`src/design/bgt_pkg.sv`:
```
`default_nettype none

package bgt_pkg;

  // Ring of averaged samples.
  localparam int WINDOW_DEPTH = 8;
  localparam int SAMPLE_W     = 12;
  localparam int SLOT_W       = (WINDOW_DEPTH > 1) ? $clog2(WINDOW_DEPTH) : 1;
  localparam int FILL_W       = $clog2(WINDOW_DEPTH + 1);
  localparam int SUM_W        = SAMPLE_W + SLOT_W;

  // Configuration registers.
  localparam int RISE_W    = 8;
  localparam int CFG_IDX_W = 2;
  localparam int CFG_DAT_W = 12;

  localparam logic [SAMPLE_W-1:0] EMPTY_RESET = 12'd1862;
  localparam logic [SAMPLE_W-1:0] FULL_RESET  = 12'd2605;
  localparam logic [RISE_W-1:0]   RISE_RESET  = 8'd4;

  typedef enum logic [CFG_IDX_W-1:0] {
    CFG_EMPTY = 2'd0,
    CFG_FULL  = 2'd1,
    CFG_RISE  = 2'd2
  } cfg_idx_e;

  // Percentage output.
  localparam int              PCT_W    = 7;
  localparam logic [PCT_W-1:0] PCT_FULL = 7'd100;
  localparam int              PNUM_W   = SAMPLE_W + PCT_W;

  // Shared divider: two quotient bits per cycle.
  localparam int DIV_W    = 20;
  localparam int DSR_W    = 12;
  localparam int DIV_ITER = DIV_W / 2;
  localparam int CNT_W    = $clog2(DIV_ITER);

  typedef enum logic [5:0] {
    S_IDLE      = 6'b000001,
    S_AVG_START = 6'b000010,
    S_AVG_WAIT  = 6'b000100,
    S_PCT_START = 6'b001000,
    S_PCT_WAIT  = 6'b010000,
    S_DONE      = 6'b100000
  } state_e;

  typedef struct packed {
    logic accept;
    logic div_start;
    logic div_sel_pct;
    logic avg_load;
    logic pct_load;
    logic out_load;
  } cmd_t;

  typedef struct packed {
    logic sample_ok;
    logic div_done;
    logic pct_div;
    logic out_free;
  } status_t;

endpackage

`default_nettype wire

```
`src/design/battery_level_and_charge_tracker.sv`:
```
// An accepted word's result is loaded into the output register after the average division and, when
// the average lies strictly between the empty and full levels, the percentage division; a clamped
// percentage skips the second and an invalid sample both. The shared two-bit-per-cycle divider
// runs both divisions, and no new sample is taken until the last one's result is loaded, which
// waits while a held output word is stalled.
// Reset clears the ring, fill count, previous average and flag at once and loads the
// default levels; no clearing pass is needed and a sample may be taken straight away.
`default_nettype none

module battery_level_and_charge_tracker (
  input  wire logic                            clk_i,
  input  wire logic                            rst_ni,
  input  wire logic                            in_valid_i,
  output logic                                 in_stall_o,
  input  wire logic [bgt_pkg::SAMPLE_W-1:0]    sample_i,
  input  wire logic                            sample_valid_i,
  output logic                                 out_valid_o,
  input  wire logic                            out_stall_i,
  output logic [bgt_pkg::PCT_W-1:0]            percent_o,
  output logic                                 charging_o,
  output logic [bgt_pkg::SAMPLE_W-1:0]         average_o,
  input  wire logic                            cfg_valid_i,
  output logic                                 cfg_ready_o,
  input  wire logic [bgt_pkg::CFG_IDX_W-1:0]   cfg_index_i,
  input  wire logic [bgt_pkg::CFG_DAT_W-1:0]   cfg_data_i
);

  bgt_pkg::cmd_t    cmd;
  bgt_pkg::status_t status;

  assign cfg_ready_o = 1'b1;

  bgt_ctrl u_ctrl (
    .clk_i      (clk_i),
    .rst_ni     (rst_ni),
    .in_valid_i (in_valid_i),
    .in_stall_o (in_stall_o),
    .status_i   (status),
    .cmd_o      (cmd)
  );

  bgt_datapath u_datapath (
    .clk_i          (clk_i),
    .rst_ni         (rst_ni),
    .cmd_i          (cmd),
    .status_o       (status),
    .sample_i       (sample_i),
    .sample_valid_i (sample_valid_i),
    .cfg_we_i       (cfg_valid_i & cfg_ready_o),
    .cfg_index_i    (cfg_index_i),
    .cfg_data_i     (cfg_data_i),
    .out_stall_i    (out_stall_i),
    .out_valid_o    (out_valid_o),
    .percent_o      (percent_o),
    .charging_o     (charging_o),
    .average_o      (average_o)
  );

endmodule

`default_nettype wire

```
`src/design/bgt_div.sv`:
```
`default_nettype none

module bgt_div (
  input  wire logic                        clk_i,
  input  wire logic                        rst_ni,
  input  wire logic                        start_i,
  input  wire logic [bgt_pkg::DIV_W-1:0]   dividend_i,
  input  wire logic [bgt_pkg::DSR_W-1:0]   divisor_i,
  output logic                             done_o,
  output logic [bgt_pkg::DIV_W-1:0]        quotient_o
);

  logic                        run_q, run_d;
  logic                        done_q, done_d;
  logic [bgt_pkg::CNT_W-1:0]   cnt_q, cnt_d;
  logic [bgt_pkg::DIV_W-1:0]   dvd_q, dvd_d;
  logic [bgt_pkg::DSR_W-1:0]   rem_q, rem_d;
  logic [bgt_pkg::DSR_W-1:0]   dsr_q, dsr_d;

  logic [bgt_pkg::DSR_W-1:0]   r;
  logic [bgt_pkg::DIV_W-1:0]   q;
  logic [bgt_pkg::DSR_W:0]     t;

  // Two restoring steps per cycle; the dividend register fills with quotient bits.
  always_comb begin
    r = rem_q;
    q = dvd_q;
    t = '0;
    for (int k = 0; k < 2; k++) begin
      t = {r, q[bgt_pkg::DIV_W-1]};
      q = {q[bgt_pkg::DIV_W-2:0], 1'b0};
      if (t >= {1'b0, dsr_q}) begin
        t    = t - {1'b0, dsr_q};
        q[0] = 1'b1;
      end
      r = t[bgt_pkg::DSR_W-1:0];
    end
  end

  always_comb begin
    run_d  = run_q;
    done_d = 1'b0;
    cnt_d  = cnt_q;
    dvd_d  = dvd_q;
    rem_d  = rem_q;
    dsr_d  = dsr_q;
    if (start_i) begin
      run_d = 1'b1;
      cnt_d = '0;
      dvd_d = dividend_i;
      rem_d = '0;
      dsr_d = divisor_i;
    end else if (run_q) begin
      dvd_d = q;
      rem_d = r;
      cnt_d = cnt_q + 1'b1;
      if (cnt_q == bgt_pkg::CNT_W'(bgt_pkg::DIV_ITER - 1)) begin
        run_d  = 1'b0;
        done_d = 1'b1;
      end
    end
  end

  always_ff @(posedge clk_i or negedge rst_ni) begin
    if (!rst_ni) begin
      run_q  <= 1'b0;
      done_q <= 1'b0;
      cnt_q  <= '0;
    end else begin
      run_q  <= run_d;
      done_q <= done_d;
      cnt_q  <= cnt_d;
    end
  end

  always_ff @(posedge clk_i) begin
    dvd_q <= dvd_d;
    rem_q <= rem_d;
    dsr_q <= dsr_d;
  end

  assign done_o     = done_q;
  assign quotient_o = dvd_q;

  a_done_timing: assert property (@(posedge clk_i) disable iff (!rst_ni)
    start_i |-> ##(bgt_pkg::DIV_ITER + 1) done_q)
    else $error("divider did not finish after the expected number of cycles");

  a_done_idle: assert property (@(posedge clk_i) disable iff (!rst_ni)
    done_q |-> !run_q)
    else $error("divider flagged done while still iterating");

endmodule

`default_nettype wire

```
`src/design/bgt_datapath.sv`:
```
`default_nettype none

module bgt_datapath (
  input  wire logic                            clk_i,
  input  wire logic                            rst_ni,
  input  wire bgt_pkg::cmd_t                   cmd_i,
  output bgt_pkg::status_t                     status_o,
  input  wire logic [bgt_pkg::SAMPLE_W-1:0]    sample_i,
  input  wire logic                            sample_valid_i,
  input  wire logic                            cfg_we_i,
  input  wire logic [bgt_pkg::CFG_IDX_W-1:0]   cfg_index_i,
  input  wire logic [bgt_pkg::CFG_DAT_W-1:0]   cfg_data_i,
  input  wire logic                            out_stall_i,
  output logic                                 out_valid_o,
  output logic [bgt_pkg::PCT_W-1:0]            percent_o,
  output logic                                 charging_o,
  output logic [bgt_pkg::SAMPLE_W-1:0]         average_o
);

  logic [bgt_pkg::SAMPLE_W-1:0] empty_q, full_q;
  logic [bgt_pkg::RISE_W-1:0]   rise_q;

  logic [bgt_pkg::SAMPLE_W-1:0] window_q [bgt_pkg::WINDOW_DEPTH];
  logic [bgt_pkg::SLOT_W-1:0]   slot_q, slot_d;
  logic [bgt_pkg::FILL_W-1:0]   fill_q, fill_d;
  logic [bgt_pkg::SUM_W-1:0]    sum_q, sum_d;
  logic [bgt_pkg::SAMPLE_W-1:0] prev_q;
  logic                         flag_q, flag_d;

  logic [bgt_pkg::PCT_W-1:0]    res_pct_q;
  logic                         res_chg_q;
  logic [bgt_pkg::SAMPLE_W-1:0] res_avg_q;

  logic                         out_valid_q, out_valid_d;
  logic [bgt_pkg::PCT_W-1:0]    percent_q;
  logic                         charging_q;
  logic [bgt_pkg::SAMPLE_W-1:0] average_q;

  logic                         ring_we;
  logic                         div_done;
  logic [bgt_pkg::DIV_W-1:0]    quotient;
  logic [bgt_pkg::DIV_W-1:0]    div_dividend;
  logic [bgt_pkg::DSR_W-1:0]    div_divisor;
  logic [bgt_pkg::SAMPLE_W-1:0] avg_new;
  logic [bgt_pkg::SAMPLE_W:0]   rise_lim;
  logic [bgt_pkg::SAMPLE_W-1:0] span_num;
  logic [bgt_pkg::PNUM_W-1:0]   pct_num;

  always_ff @(posedge clk_i or negedge rst_ni) begin
    if (!rst_ni) begin
      empty_q <= bgt_pkg::EMPTY_RESET;
      full_q  <= bgt_pkg::FULL_RESET;
      rise_q  <= bgt_pkg::RISE_RESET;
    end else if (cfg_we_i) begin
      case (cfg_index_i)
        bgt_pkg::CFG_EMPTY: empty_q <= cfg_data_i[bgt_pkg::SAMPLE_W-1:0];
        bgt_pkg::CFG_FULL:  full_q  <= cfg_data_i[bgt_pkg::SAMPLE_W-1:0];
        bgt_pkg::CFG_RISE:  rise_q  <= cfg_data_i[bgt_pkg::RISE_W-1:0];
        default: ;
      endcase
    end
  end

  // Unfilled slots hold zero, so the running sum over all slots is the sum of the filled ones.
  assign ring_we = cmd_i.accept & sample_valid_i;
  assign slot_d  = (slot_q == bgt_pkg::SLOT_W'(bgt_pkg::WINDOW_DEPTH - 1)) ? '0
                                                                            : slot_q + 1'b1;
  assign fill_d  = (fill_q == bgt_pkg::FILL_W'(bgt_pkg::WINDOW_DEPTH)) ? fill_q
                                                                        : fill_q + 1'b1;
  assign sum_d   = sum_q - bgt_pkg::SUM_W'(window_q[slot_q]) + bgt_pkg::SUM_W'(sample_i);

  always_ff @(posedge clk_i or negedge rst_ni) begin
    if (!rst_ni) begin
      for (int i = 0; i < bgt_pkg::WINDOW_DEPTH; i++) begin
        window_q[i] <= '0;
      end
      slot_q <= '0;
      fill_q <= '0;
      sum_q  <= '0;
    end else if (ring_we) begin
      window_q[slot_q] <= sample_i;
      slot_q           <= slot_d;
      fill_q           <= fill_d;
      sum_q            <= sum_d;
    end
  end

  // The percentage numerator uses the average registered by the previous division.
  assign span_num = res_avg_q - empty_q;
  assign pct_num  = bgt_pkg::PNUM_W'(span_num) * bgt_pkg::PNUM_W'(bgt_pkg::PCT_FULL);

  always_comb begin
    if (cmd_i.div_sel_pct) begin
      div_dividend = bgt_pkg::DIV_W'(pct_num);
      div_divisor  = full_q - empty_q;
    end else begin
      div_dividend = bgt_pkg::DIV_W'(sum_q);
      div_divisor  = bgt_pkg::DSR_W'(fill_q);
    end
  end

  bgt_div u_div (
    .clk_i      (clk_i),
    .rst_ni     (rst_ni),
    .start_i    (cmd_i.div_start),
    .dividend_i (div_dividend),
    .divisor_i  (div_divisor),
    .done_o     (div_done),
    .quotient_o (quotient)
  );

  assign avg_new  = quotient[bgt_pkg::SAMPLE_W-1:0];
  assign rise_lim = {1'b0, prev_q} + (bgt_pkg::SAMPLE_W + 1)'(rise_q);

  // A zero previous average can never set the flag, but a fall still clears it.
  always_comb begin
    flag_d = flag_q;
    if ((prev_q != '0) && ({1'b0, avg_new} > rise_lim)) begin
      flag_d = 1'b1;
    end else if (avg_new < prev_q) begin
      flag_d = 1'b0;
    end
  end

  always_ff @(posedge clk_i or negedge rst_ni) begin
    if (!rst_ni) begin
      prev_q <= '0;
      flag_q <= 1'b0;
    end else if (cmd_i.avg_load) begin
      prev_q <= avg_new;
      flag_q <= flag_d;
    end
  end

  always_ff @(posedge clk_i) begin
    if (cmd_i.accept && !sample_valid_i) begin
      res_pct_q <= bgt_pkg::PCT_FULL;
      res_chg_q <= 1'b0;
      res_avg_q <= '0;
    end else if (cmd_i.avg_load) begin
      res_chg_q <= flag_d;
      res_avg_q <= avg_new;
      if (avg_new <= empty_q) begin
        res_pct_q <= '0;
      end else if (avg_new >= full_q) begin
        res_pct_q <= bgt_pkg::PCT_FULL;
      end
    end else if (cmd_i.pct_load) begin
      res_pct_q <= quotient[bgt_pkg::PCT_W-1:0];
    end
  end

  // Output register: a finished word waits here while the next sample is taken.
  always_comb begin
    out_valid_d = out_valid_q;
    if (cmd_i.out_load) begin
      out_valid_d = 1'b1;
    end else if (!out_stall_i) begin
      out_valid_d = 1'b0;
    end
  end

  always_ff @(posedge clk_i or negedge rst_ni) begin
    if (!rst_ni) begin
      out_valid_q <= 1'b0;
    end else begin
      out_valid_q <= out_valid_d;
    end
  end

  always_ff @(posedge clk_i) begin
    if (cmd_i.out_load) begin
      percent_q  <= res_pct_q;
      charging_q <= res_chg_q;
      average_q  <= res_avg_q;
    end
  end

  assign status_o.sample_ok = sample_valid_i;
  assign status_o.div_done  = div_done;
  assign status_o.pct_div   = (avg_new > empty_q) && (avg_new < full_q);
  assign status_o.out_free  = !out_valid_q || !out_stall_i;

  assign out_valid_o = out_valid_q;
  assign percent_o   = percent_q;
  assign charging_o  = charging_q;
  assign average_o   = average_q;

  a_out_load: assert property (@(posedge clk_i) disable iff (!rst_ni)
    cmd_i.out_load |=> out_valid_q)
    else $error("loaded result word not presented");

  a_fill_step: assert property (@(posedge clk_i) disable iff (!rst_ni)
    ring_we && (fill_q != bgt_pkg::FILL_W'(bgt_pkg::WINDOW_DEPTH))
    |=> fill_q == $past(fill_q) + 1'b1)
    else $error("fill count did not advance on a valid sample");

endmodule

`default_nettype wire

```
`src/design/bgt_ctrl.sv`:
```
`default_nettype none

module bgt_ctrl (
  input  wire logic             clk_i,
  input  wire logic             rst_ni,
  input  wire logic             in_valid_i,
  output logic                  in_stall_o,
  input  wire bgt_pkg::status_t status_i,
  output bgt_pkg::cmd_t         cmd_o
);

  bgt_pkg::state_e state_q, state_d;

  always_comb begin
    state_d = state_q;
    cmd_o   = '0;
    case (state_q)
      bgt_pkg::S_IDLE: begin
        if (in_valid_i) begin
          cmd_o.accept = 1'b1;
          state_d = status_i.sample_ok ? bgt_pkg::S_AVG_START : bgt_pkg::S_DONE;
        end
      end
      bgt_pkg::S_AVG_START: begin
        cmd_o.div_start = 1'b1;
        state_d = bgt_pkg::S_AVG_WAIT;
      end
      bgt_pkg::S_AVG_WAIT: begin
        if (status_i.div_done) begin
          cmd_o.avg_load = 1'b1;
          state_d = status_i.pct_div ? bgt_pkg::S_PCT_START : bgt_pkg::S_DONE;
        end
      end
      bgt_pkg::S_PCT_START: begin
        cmd_o.div_start   = 1'b1;
        cmd_o.div_sel_pct = 1'b1;
        state_d = bgt_pkg::S_PCT_WAIT;
      end
      bgt_pkg::S_PCT_WAIT: begin
        cmd_o.div_sel_pct = 1'b1;
        if (status_i.div_done) begin
          cmd_o.pct_load = 1'b1;
          state_d = bgt_pkg::S_DONE;
        end
      end
      bgt_pkg::S_DONE: begin
        if (status_i.out_free) begin
          cmd_o.out_load = 1'b1;
          state_d = bgt_pkg::S_IDLE;
        end
      end
      default: begin
        state_d = bgt_pkg::S_IDLE;
      end
    endcase
  end

  always_ff @(posedge clk_i or negedge rst_ni) begin
    if (!rst_ni) begin
      state_q <= bgt_pkg::S_IDLE;
    end else begin
      state_q <= state_d;
    end
  end

  assign in_stall_o = (state_q != bgt_pkg::S_IDLE);

endmodule

`default_nettype wire
```
`config.mk`:
```
export PLATFORM = sky130hd
export DESIGN_NAME = battery_level_and_charge_tracker
export DESIGN_NICKNAME = d
export VERILOG_FILES = /design/src/design/bgt_pkg.sv /design/src/design/battery_level_and_charge_tracker.sv /design/src/design/bgt_div.sv /design/src/design/bgt_datapath.sv /design/src/design/bgt_ctrl.sv
export SDC_FILE = /design/constraint.sdc
export NUM_CORES = 1
export LEC_CHECK = 0
export BUFFER_PORTS_ARGS = -buffer_cell sky130_fd_sc_hd__buf_2
export CORE_MARGIN = 2
export CORE_UTILIZATION = 59
export CTS_CLUSTER_DIAMETER = 150
export DETAILED_ROUTE_END_ITERATION = 8
export MAX_ROUTING_LAYER = met4
export PLACE_DENSITY = 0.81
export REMOVE_ABC_BUFFERS = 1
export SLEW_MARGIN = 20
export SYNTH_ARGS = -nofsm -noshare
export SYNTH_HDL_FRONTEND = slang
export SYNTH_SLANG_ARGS = --single-unit
```
`constraint.sdc`:
```
create_clock -name clk_i -period 5.5 [get_ports clk_i]
set_input_delay 1.1 -clock clk_i [delete_from_list [all_inputs] [get_ports clk_i]]
set_output_delay 1.1 -clock clk_i [all_outputs]
set_load 0.1 [all_outputs]
```
==> flow_summary.yaml <==
power:
  p_comb_share_pct: 59.3
  switching_power_mw: 5.489
  p_per_area_mw_per_mm2: 709.1
  finalPower_mw: 12.63
  sw_frac_of_total_pct: 43.46
  p_seq_share_pct: 25.4
  p_leak_nw: 8.266
  pwr-share-clk_pct: 15.3
  irDropWorstVdd_uv: 404.9
  intPower_mw: 7.140
floorplanning:
  die_h_um: 169.8
  die_area_mm2: 0.02882
  initial_core_util_pct: 60.14
  pin_count: 55
  coreArea_mm2: 0.02695
  die_w_um: 169.8
  rows: 60
setup_path:
  required_ns: 5.76
  cp_cell_sequence: "inv_1, fa_1, a21o_1, a21oi_2, o21bai_1, a21oi_2, o21ai_1, xnor2_2, inv_1, ha_1, ha_1, inv_1, fa_1, inv_1, ha_1, and3_1, a21bo_2, o41ai_2, xor2_1, o21ai_0"
  path_buf_inv: 4
  crit_top_cell: "inv_1"
  path_class: "flop to flop"
  critPathLaunchType: "flop"
  crit_family: "adder cells"
  cp-end-kind: "flop"
  critPathSlowestCell: "dfstp_2"
  slowest_delay_ns: 0.54
  arrival_ns: 5.44
  crit_path_max_fanout: 5
placed_design:
  dp_cells: 1977
  place_hpwl_um: 27450
  placed_area_mm2: 0.01683
  port_buffers: 53
  gp_congestion: 0.9230
cells_and_area:
  fill_cells: 2050
  layout.cells.non_filler: 2027
  syn_to_final_growth_pct: 9.873
  drive_gt1_share_pct: 15.12
  antennaDiodeCount: 0
  layout.cells.most_common_list: "nand2_1 (167), ha_1 (161), dfrtp_1 (161)"
  final_cell_area_mm2: 0.01781
  utilization_pct: 66.08
  layout_commonest_cell: "nand2_1"
  fin_nets: 1883
routing:
  viasPerCell: 6.045
  wirelength_um: 38320
  drt_iter0_drc: 913
  vias: 12250
  final_antenna_net_count: 0
  wire_per_inst_um: 18.90
  firstDrtPassIters: 7
  drc: 0
synthesis:
  synth_xor_area_share_pct: 4.531
  synth_top_family_by_area: "adder cells"
  synthMuxAreaShare_pct: 9.093
  ys_ff_latch: 260
  synthSimpleGateAreaFrac_pct: 11.44
  synth_edf_count: 52
  ys_types: 75
  synth_fa_ha_area_share_pct: 15.27
  syn_area_mm2: 0.01621
  synth_area_leader_cell: "dfrtp_1"
  syn_area_per_cell_um2: 9.981
  synth.area.top_cells: "dfrtp_1 (25%), ha_1 (12%), edfxtp_1 (9.6%)"
  async_reset_ff_share_pct: 67.69
  synth_warnings: 0
  netlist.area_leader.share_pct: 25.01
  synth_ff_type: "dfrtp_1"
  syn_inst: 1624
  synth_compound_area_share_pct: 13.69
  ys_seq_area_share_pct: 40.86
worst_hold_path:
  hold_class: "flop to flop"
clocking:
  clk_pin_slew_ns: 0.06
  cts_tree: "done"
  clock_latency_ns: 0.54
  cts.sinks: 260
  cts_buffer_depth: 3
  hold_buffers: 0
  htree_levels: 1
  cts_inserted_buffers: 28
  root_buffer: "clkbuf_16"
grt:
  overflow: 0
  grt_pass1_wl_um: 62330
  grt_start_max_net_pins: 103
  antenna_found_initial: 0
  grt_usage_pct: 27.74
  first_global_vias: 12420
timing:
  setup_violations: 0
  fmax_ghz: 0.1929
  rsz0062_at_grt: "false"
  final-max-slew-violation-count: 0
  fin_crit_sh_pct: 94.23
  finalHoldViolations: 0
  min_period_ns: 5.183
  relSlewSlack_pct: 30.54
  tightest_slew_ns: 1.038
  fin_setup_tns_ns: 0
  fin_worst_skew_ns: 0.01615
job:
  maxCapViolCount: 0
outcome:
  status: "finished, final reports clean"
## what timing repair did
item / CTS / global route
buffers inserted: 0 / 1
pin swaps: 0 / 1
endpoints found under the setup margin: 1 / 1
resized for setup: 1 / 2
## power groups by stage
stage          Clock, mW  Combinational, mW  Sequential, mW
2_1_floorplan          0               5.74            3.11
3_5_place_dp           0               7.30            3.21
6_report            1.94               7.49            3.20
4_1_cts             1.95               7.42            3.19
5_1_grt             2.03               8.37            3.27
3_3_place_gp           0               7.00            3.18
## stage by stage
step | setup slack [ns] | hold WS, ns
2_1_floorplan | 0.5488 | 0.4082
3_3_place_gp | 0.2488 | 0.4167
3_5_place_dp | 0.09643 | 0.4193
4_1_cts | 0.1085 | 0.4343
5_1_grt | 0.08363 | 0.4447
6_report | 0.3173 | 0.4320
## synth_stat cells, drive strengths merged (13+ instances only)
master	count
nand2	168
dfrtp	162
ha	161
inv	154
o21ai	152
a21oi	92
mux2	90
nor2	74
edfxtp	52
xnor2	51
clkbuf	38
a21o	34
dfxtp	32
xor2	32
nand3	28
nor3	25
fa	23
nor2b	22
buf	19
mux2i	19
a31oi	17
nand4	17
dfstp	14
o21a	13
## worst reg2reg max path: stages (launching register included)
cell      delay (ns)
dfstp_2         0.54
inv_1           0.10
fa_1            0.45
a21o_1          0.20
a21oi_2         0.21
o21bai_1        0.10
a21oi_2         0.23
o21ai_1         0.19
xnor2_2         0.25
inv_1           0.10
ha_1            0.30
ha_1            0.28
inv_1           0.05
fa_1            0.54
inv_1           0.06
ha_1            0.36
and3_1          0.21
a21bo_2         0.22
o41ai_2         0.25
xor2_1          0.19
o21ai_0         0.09
## worst paths after layout
path                                                      startpoint                                        end  slack (ns)  cells after the start
worst max-delay path               u_datapath.empty_q[1]$_DFFE_PN1P_  u_datapath.u_div.quotient_o[18]$_DFFE_PP_        0.32                     20
worst min-delay path            u_datapath.res_pct_q[6]$_SDFFE_PP1P_          u_datapath.percent_o[6]$_DFFE_PP_        0.43                      0
worst max register to register     u_datapath.empty_q[1]$_DFFE_PN1P_  u_datapath.u_div.quotient_o[18]$_DFFE_PP_        0.32                     20
worst min register to register  u_datapath.res_pct_q[6]$_SDFFE_PP1P_          u_datapath.percent_o[6]$_DFFE_PP_        0.43                      0
max in group asynchronous                                     rst_ni        u_datapath.window_q[53]$_DFFE_PN0P_        3.91                      2
min in group asynchronous                                     rst_ni         u_datapath.window_q[1]$_DFFE_PN0P_        0.69                      1
## kinds of logic (layout without fill, tap and decap cells)
family / count (synthesis) / count (layout)
muxes: 121 / 121
AOI/OAI and AO/OA: 367 / 367
and+or+nand+nor: 395 / 395
other: 1 / 1
adders and majority gates: 184 / 184
xor gates and xnor gates: 83 / 83
DFF: 260 / 260
buffers and inverters: 213 / 275
## state kept, by name, summed over array words and instances, names as in the netlist
register,flops
u_datapath.u_div.run_q,1
u_datapath.rise_q,8
u_datapath.out_valid_o,1
u_datapath.sum_q,15
u_datapath.flag_q,1
u_datapath.res_pct_q,7
u_datapath.u_div.quotient_o,20
u_datapath.average_o,12
u_datapath.percent_o,7
u_datapath.slot_q,3
u_datapath.fill_q,4
u_datapath.prev_q,12
u_datapath.u_div.cnt_q,4
u_datapath.empty_q,12
u_datapath.full_q,12
u_datapath.res_chg_q,1
u_ctrl.state_q,6
u_datapath.window_q,96
u_datapath.u_div.rem_q,12
u_datapath.charging_o,1
u_datapath.u_div.dsr_q,12
u_datapath.u_div.done_o,1
u_datapath.res_avg_q,12
## routing by layer
metal	global-route usage, %	part of all wire, %	vias up
li1	-	-	5774
met1	35.92	43	6004
met2	45.68	48	378
met3	3.172	5.0	98
met4	9.550	3.4	0
met5	-	0	-
## cell type report
cell class	count	area [µm²]	share of cell area (%)
multi-input cells	1151	8811	49.47
flip-flops and latches	260	6625	37.20
clock buffers	42	857.1	4.812
well taps	341	426.7	2.396
clock inverters	7	92.59	0.5199
repair buffers	70	411.6	2.311
inverters	156	585.6	3.288
(Power assumes the default switching activity.)
